**src/design/gnf_pkg.sv**
```systemverilog
// Shared constants, step codes and the corner gradient function for the fbm noise block.
package gnf_pkg;

  localparam int FRAC_BITS = 16;
  localparam int ONE       = 1 << FRAC_BITS;
  localparam int IDX_W     = 8;
  localparam int COORD_W   = 32;
  localparam int FREQ_W    = 40;
  localparam int LAC_W     = 20;
  localparam int GAIN_W    = 17;
  localparam int OCTCFG_W  = 4;
  localparam int OUT_W     = 19;
  localparam int OUT_MAX   = 262143;
  localparam int OUT_NEG   = 262144;
  localparam int GRAD_W    = 19;
  localparam int MUL_A_W   = 33;
  localparam int MUL_B_W   = 21;
  localparam int PROD_W    = MUL_A_W + MUL_B_W;
  localparam int CFG_IDX_W = 2;
  localparam int CFG_DAT_W = 20;

  localparam logic [CFG_IDX_W-1:0] CFG_OCTAVES = 2'd0;
  localparam logic [CFG_IDX_W-1:0] CFG_LACUN   = 2'd1;
  localparam logic [CFG_IDX_W-1:0] CFG_GAIN    = 2'd2;

  localparam logic OP_EVAL  = 1'b0;
  localparam logic OP_WRITE = 1'b1;

  // Per-octave steps; all but the last issue a multiply, all but the first retire one.
  localparam int STEP_W = 5;
  localparam logic [STEP_W-1:0] ST_XLO  = 5'd0;
  localparam logic [STEP_W-1:0] ST_XHI  = 5'd1;
  localparam logic [STEP_W-1:0] ST_YLO  = 5'd2;
  localparam logic [STEP_W-1:0] ST_YHI  = 5'd3;
  localparam logic [STEP_W-1:0] ST_FX2  = 5'd4;
  localparam logic [STEP_W-1:0] ST_FXI  = 5'd5;
  localparam logic [STEP_W-1:0] ST_FX3  = 5'd6;
  localparam logic [STEP_W-1:0] ST_FY2  = 5'd7;
  localparam logic [STEP_W-1:0] ST_FXW  = 5'd8;
  localparam logic [STEP_W-1:0] ST_FYI  = 5'd9;
  localparam logic [STEP_W-1:0] ST_FY3  = 5'd10;
  localparam logic [STEP_W-1:0] ST_LX0  = 5'd11;
  localparam logic [STEP_W-1:0] ST_FYW  = 5'd12;
  localparam logic [STEP_W-1:0] ST_LX1  = 5'd13;
  localparam logic [STEP_W-1:0] ST_FQLO = 5'd14;
  localparam logic [STEP_W-1:0] ST_LXY  = 5'd15;
  localparam logic [STEP_W-1:0] ST_FQHI = 5'd16;
  localparam logic [STEP_W-1:0] ST_ACC  = 5'd17;
  localparam logic [STEP_W-1:0] ST_AMP  = 5'd18;
  localparam logic [STEP_W-1:0] ST_LAST = 5'd19;

  function automatic logic signed [GRAD_W-1:0] corner_grad(
    input logic [2:0] h,
    input logic signed [FRAC_BITS:0] x,
    input logic signed [FRAC_BITS:0] y
  );
    logic signed [GRAD_W-1:0] uu;
    logic signed [GRAD_W-1:0] vv;
    logic signed [GRAD_W-1:0] r;
    uu = h[2] ? GRAD_W'(y) : GRAD_W'(x);
    vv = h[2] ? GRAD_W'(x) : GRAD_W'(y);
    r  = h[0] ? -uu : uu;
    r  = h[1] ? (r - (vv <<< 1)) : (r + (vv <<< 1));
    return r;
  endfunction

endpackage

```
**src/design/gnf_div.sv**
```systemverilog
// Restoring divider, one quotient bit per cycle, unsigned.
module gnf_div
  import gnf_pkg::*;
#(
  parameter int DV_W  = 39,
  parameter int TOT_W = 21
) (
  input  logic             clk_i,
  input  logic             rst_ni,
  input  logic             start_i,
  input  logic [DV_W-1:0]  dividend_i,
  input  logic [TOT_W-1:0] divisor_i,
  output logic             done_o,
  output logic [DV_W-1:0]  quot_o
);

  localparam int CNT_W = $clog2(DV_W + 1);

  logic             run_q;
  logic             done_q;
  logic [CNT_W-1:0] cnt_q;
  logic [DV_W-1:0]  dvd_q;
  logic [TOT_W-1:0] rem_q;
  logic [TOT_W-1:0] dsr_q;
  logic [TOT_W:0]   trial;
  logic [TOT_W:0]   diff;
  logic             ge;

  assign trial = {rem_q, dvd_q[DV_W-1]};
  assign diff  = trial - {1'b0, dsr_q};
  assign ge    = (trial >= {1'b0, dsr_q});

  always_ff @(posedge clk_i or negedge rst_ni) begin
    if (!rst_ni) begin
      run_q  <= 1'b0;
      done_q <= 1'b0;
      cnt_q  <= '0;
    end else begin
      done_q <= 1'b0;
      if (start_i) begin
        run_q <= 1'b1;
        cnt_q <= CNT_W'(DV_W);
      end else if (run_q) begin
        cnt_q <= cnt_q - 1'b1;
        if (cnt_q == CNT_W'(1)) begin
          run_q  <= 1'b0;
          done_q <= 1'b1;
        end
      end
    end
  end

  always_ff @(posedge clk_i) begin
    if (start_i) begin
      dvd_q <= dividend_i;
      rem_q <= '0;
      dsr_q <= divisor_i;
    end else if (run_q) begin
      rem_q <= ge ? diff[TOT_W-1:0] : trial[TOT_W-1:0];
      dvd_q <= {dvd_q[DV_W-2:0], ge};
    end
  end

  assign done_o = done_q;
  assign quot_o = dvd_q;

endmodule

```
**config.mk**
```make
export PLATFORM = sky130hd
export DESIGN_NAME = gnf_div
export DESIGN_NICKNAME = d
export VERILOG_FILES = /design/src/design/gnf_pkg.sv /design/src/design/gnf_div.sv
export SDC_FILE = /design/constraint.sdc
export NUM_CORES = 1
export LEC_CHECK = 0
export ABC_AREA = 1
export ABC_CLOCK_PERIOD_IN_PS = 2500
export BUFFER_PORTS_ARGS = -buffer_cell sky130_fd_sc_hd__buf_4
export CORE_MARGIN = 5
export CORE_UTILIZATION = 53
export DETAILED_ROUTE_END_ITERATION = 6
export GPL_ROUTABILITY_DRIVEN = 0
export PLACE_DENSITY = 0.77
export REMOVE_ABC_BUFFERS = 1
export SKIP_CTS_REPAIR_TIMING = 1
export SLEW_MARGIN = 10
export SYNTH_ARGS = -nofsm -noshare
export SYNTH_HDL_FRONTEND = slang
export SYNTH_SLANG_ARGS = --single-unit
export TNS_END_PERCENT = 20
```
**constraint.sdc**
```tcl
create_clock -name clk_i -period 2.5 [get_ports clk_i]
set_input_delay 0.25 -clock clk_i [delete_from_list [all_inputs] [get_ports clk_i]]
set_output_delay 0.25 -clock clk_i [all_outputs]
set_load 0.005 [all_outputs]
```
# --- Word-level counts from Yosys, hierarchy flattened ---
# Cells that the tools add are included.
op_classes:
  reduce_logical: 1
  mux: 11
  n_addsub: 2
  eq_ne: 1
  magnitude_cmp: 1
ops:
  columns: ["operator", "n"]
  rows:
  - ["$mux 39", 2]
  - ["$ge 22x21->1", 1]
  - ["$mux 21", 1]
  - ["$sub 21x21->21", 1]
  - ["$mux 6", 2]
  - ["$eq 6x1->1 const B", 1]
  - ["$mux 1", 6]
  - ["$sub 6x1->6 const B", 1]
  - ["$reduce_bool 2->1", 1]
word_totals:
  word_cells: 22
  output_inout_bits: 40
  regBits: 89

# --- Logic depth before layout (Yosys ltp) ---
logic_depth:
  depth_word: 4
  mapped_depth: 15

# --- Worst setup path before layout ---
# OpenSTA, ideal clock, no wires.
synth_timing:
  path_type: "reg2reg"
  start: "register dvd_q[38], in the netlist quot_o[38]"
  end: "register rem_q[19]"
  t_arrival_ns: 1.879
  stages_incl_launch_ff: 16
  setup_slack_ns: 0.509
  n_path_buf: 1
  synth_period_minus_slack_ns: 1.991
  cell_sequence: "edfxtp_1 -> inv_1 -> ha_1 -> inv_1 -> fa_1 -> nand2_1 -> nand3_2 -> nand2_2 -> nand2_2 -> nand2_4 -> buf_6 -> nand3_2 -> nand2_1 -> clkinv_1 -> nand2_1 -> nand2_1"
synth_between:
  elab_chain_cells: 2
  elab_cells_between_ends: 3
  cone_classes: "add/sub: 1; order compare: 1; mux: 1"
synth_rtl:
  columns: ["item", "line_no", "rtl"]
  rows:
  - ["start: declaration", "gnf_div.sv:22", "logic [DV_W-1:0] dvd_q;"]
  - ["start signal: assignment", "gnf_div.sv:55", "dvd_q <= dividend_i;"]
  - ["start signal: assignment", "gnf_div.sv:60", "dvd_q <= {dvd_q[DV_W-2:0], ge};"]
  - ["$sub 21x21->21 or $ge 22x21->1 (tied branches)", "gnf_div.sv:30, gnf_div.sv:31", null]
  - ["$mux 21 *", "gnf_div.sv:59", "rem_q <= ge ? diff[TOT_W-1:0] : trial[TOT_W-1:0];"]
  - ["end signal: assignment", "gnf_div.sv:59", null]
  - ["end: declaration", "gnf_div.sv:23", "logic [TOT_W-1:0] rem_q;"]
# Mark *: on every way between the ends. The rest lies on a longest branch, timed or not.
# A chain may end at the register's enable or synchronous reset.

# --- Final worst setup path ---
layout_timing:
  start: "register dvd_q[38], in the netlist quot_o[38]"
  end: "register rem_q[2]"
# The elaborated chain is that of the path after synthesis.

==> impl_metrics.csv <==
group,metric,value,unit
sta,period_share,90.9,%
worst_setup_path,critPathMaxFanout,14,
synthesis,synth_top_area_cell,"edfxtp_1",
routing,vias_per_cell,5.01,
cells_and_area,fillers,850,
routing,drt-total-wl,12.7,mm
worst_hold_path,holdPathStages,1,
cts,clockRootBuffer,"clkbuf_8",
die,core,9770,sq um
grt,top_usage_layer,"met2",
worst_setup_path,start_kind,"flip-flop",
synthesis,ys.flop_type,"edfxtp_1",
grt,grt_overflow,0,
cells_and_area,nNetsFinal,872,
die,fp-row-count,36,
power_and_ir_drop,leakage,0.00333,uW
cells_and_area,multiInputGateArea,2420,sq um
worst_setup_path,timing.critical_path.cells,"inv_1, ha_1, inv_1, fa_1, nand2_1, nand3_2, nand2_2, nand2_2, nand2_8, buf_4, nand3_1, nand3_1, o21ai_1",
synthesis,postSynthAreaPerCell,7.80,sq um
routing,first_pass_iters,4,
sta,setup_viol,0,
cts,cts_buffers,9,
routing,drc,0,
synthesis,synth-edff-count,60,
synthesis,synth-seq-cells,89,
grt,antenna_found_initial,0,
cts,h-tree-depth,3,
die,dieHeight,110,um
cells_and_area,diodes,0,
cells_and_area,areaGrowthSynthToFinish,21.2,%
grt,grt_first_pass_wirelength,21.2,mm
cells_and_area,fin_cells,923,
cts,clock_sinks,89,
worst_setup_path,required,2.75,ns
worst_setup_path,cpPeakStageDelay,0.45,ns
placed_design,portBuffers,102,
grt,grtUsageMet2,37.0,%
outcome,status,"finished, final reports clean",
cells_and_area,regArea,2420,sq um
routing,ant_nets,0,
power_and_ir_drop,ir_drop,527,uV
worst_hold_path,hp-class,"input pin to flip-flop",
cells_and_area,drive_gt1_share,21.1,%
worst_setup_path,critPathKind,"flip-flop to flip-flop",
sta,hold_violations,0,
routing,drt-initial-drc-count,277,
die,io_pins,103,
sta,setup-tns-final,0,ns
flow_run,drv_cap,0,
worst_setup_path,reg2reg_depth,13,
routing,dr_total_vias,4621,
grt,met1_usage,27.6,%
synthesis,synth_cell_type_count,36,
synthesis,ys_seq_area_share,45.7,%
routing,wl_per_cell,13.8,um
synthesis,synthTopCellsByArea,"edfxtp_1 (34%), nand2_1 (20%), dfxtp_1 (7.9%)",
cts,clock_path_buffers,2,
grt,first_global_vias,4620,
power_and_ir_drop,power.density,822,nW/um^2
worst_setup_path,crit_path_top_delay_cell,"fa_1",
worst_setup_path,critPathArrivalTime,2.52,ns
sta,fin_skew,0.0170,ns
placed_design,place_hpwl,9.35,mm
cts,clkLatencyLatePin,0.38,ns
synthesis,postSynthCellCount,680,
cts,path_clk_slew,0.10,ns
grt,grt_util_met3,9.20,%
sta,report.final.slew_viol_count,0,
grt,grtUsageTotal,22.6,%
worst_setup_path,cp-end-kind,"flip-flop",
die,die_w,110,um
synthesis,syn_area,5300,sq um
cts,cts_tree,"built",
sta,period_needed,2.27,ns
sta,fmax,0.440,GHz
sta,worst_pin_slew,0.574,ns
die,dieArea,12100,sq um
synthesis,synth_top_area_share,34.0,%
die,start_util,54.2,%
synthesis,ys_warn_count,0,
grt,grt_max_degree,52,
placed_design,dp.cells,906,
synthesis,synthArstFlopShare,8.99,%
sta,slew_headroom,61.7,%
sta,rsz0062_at_grt,"no",
-- final timing paths --
| path | startpoint | endpoint | slack (ns) |
|---|---|---|---|
| min in group asynchronous | rst_ni | cnt_q[0]$_DFFE_PN0P_ | 0.22 |
| max in group asynchronous | rst_ni | cnt_q[5]$_DFFE_PN0P_ | 2.15 |
| worst max-delay path | quot_o[38]$_DFFE_PP_ | rem_q[2]$_SDFFE_PP0P_ | 0.23 |
| worst min-delay path | divisor_i[9] | dsr_q[9]$_DFFE_PP_ | 0.04 |
| worst max register to register | quot_o[38]$_DFFE_PP_ | rem_q[2]$_SDFFE_PP0P_ | 0.23 |
| worst min register to register | rem_q[20]$_SDFFE_PP0P_ | rem_q[20]$_SDFFE_PP0P_ | 0.48 |
-- worst max-delay path: cells and delay by family, from the launching register on --
| family | cells | cell delay, ns |
|---|---|---|
| flip-flops | 1 | 0.39 |
| adder cells (fa/ha/maj) | 2 | 0.60 |
| buffers and inverters | 3 | 0.34 |
| AO/OA/AOI/OAI | 1 | 0.06 |
| AND/OR/NAND/NOR | 7 | 0.75 |
-- flip-flops by register name, summed over array words and instances (netlist names) --
register	cells
run_q	1
done_o	1
cnt_q	6
dsr_q	21
rem_q	21
quot_o	39
-- per-layer routing --
layer	vias up	routed length, um
met2	170	6000
met5	-	0
met4	0	142
li1	2359	-
met1	2083	5340
met3	9	1260
-- cells by family after synthesis --
family          after synthesis  synth area share (%)
compound gates               30                  3.14
xor+xnor                      9                  1.49
fa+ha+maj                    24                  5.81
buf+inv                     114                  9.02
flops                        89                  45.7
simple gates                414                  34.9
-- layout make-up --
| class | count | share of cell area [%] |
|---|---|---|
| tap | 133 | 2.59 |
| clock inverter | 6 | 1.15 |
| sequential | 89 | 37.7 |
| inverter | 96 | 5.61 |
| multi-input combinational | 477 | 37.6 |
| timing repair buffer | 112 | 13.3 |
| clock buffer | 10 | 1.99 |
-- Yosys cell counts, drive strengths merged, types with 9 or more instances --
cell type	instances
a21oi	17
nor2	36
o21ai	9
nand2	290
inv	94
nand3	59
clkbuf	11
edfxtp	60
nand3b	15
dfxtp	21
ha	23
-- stage by stage --
step,instance area (sq um),power [uW],util [%],setup slack (ns),hold slack (ns)
2_1_floorplan,5180,3560,-,0.301,-0.0456
3_3_place_gp,6200,4180,63.4,0.307,0.0735
3_5_place_dp,6200,4230,63.4,0.193,0.0766
4_1_cts,6400,5280,65.5,0.160,-0.350
5_1_grt,6420,5690,65.7,0.0107,0.00515
6_report,6420,5280,65.7,0.226,0.0360
-- cell usage in the layout, fill, tap and decap left out, drive strengths merged, types with 9 or more instances in the layout --
master,count
inv,97
nand2,290
nand3,59
buf,111
nand3b,15
a21oi,17
ha,23
o21ai,9
dfxtp,21
edfxtp,60
clkbuf,10
nor2,36
-- power breakdown --
group / switching (uW) / internal (uW)
sequential: 146 / 1800
clock: 555 / 476
combinational: 1370 / 937
No activity file was read; power rests on OpenSTA's default activity.
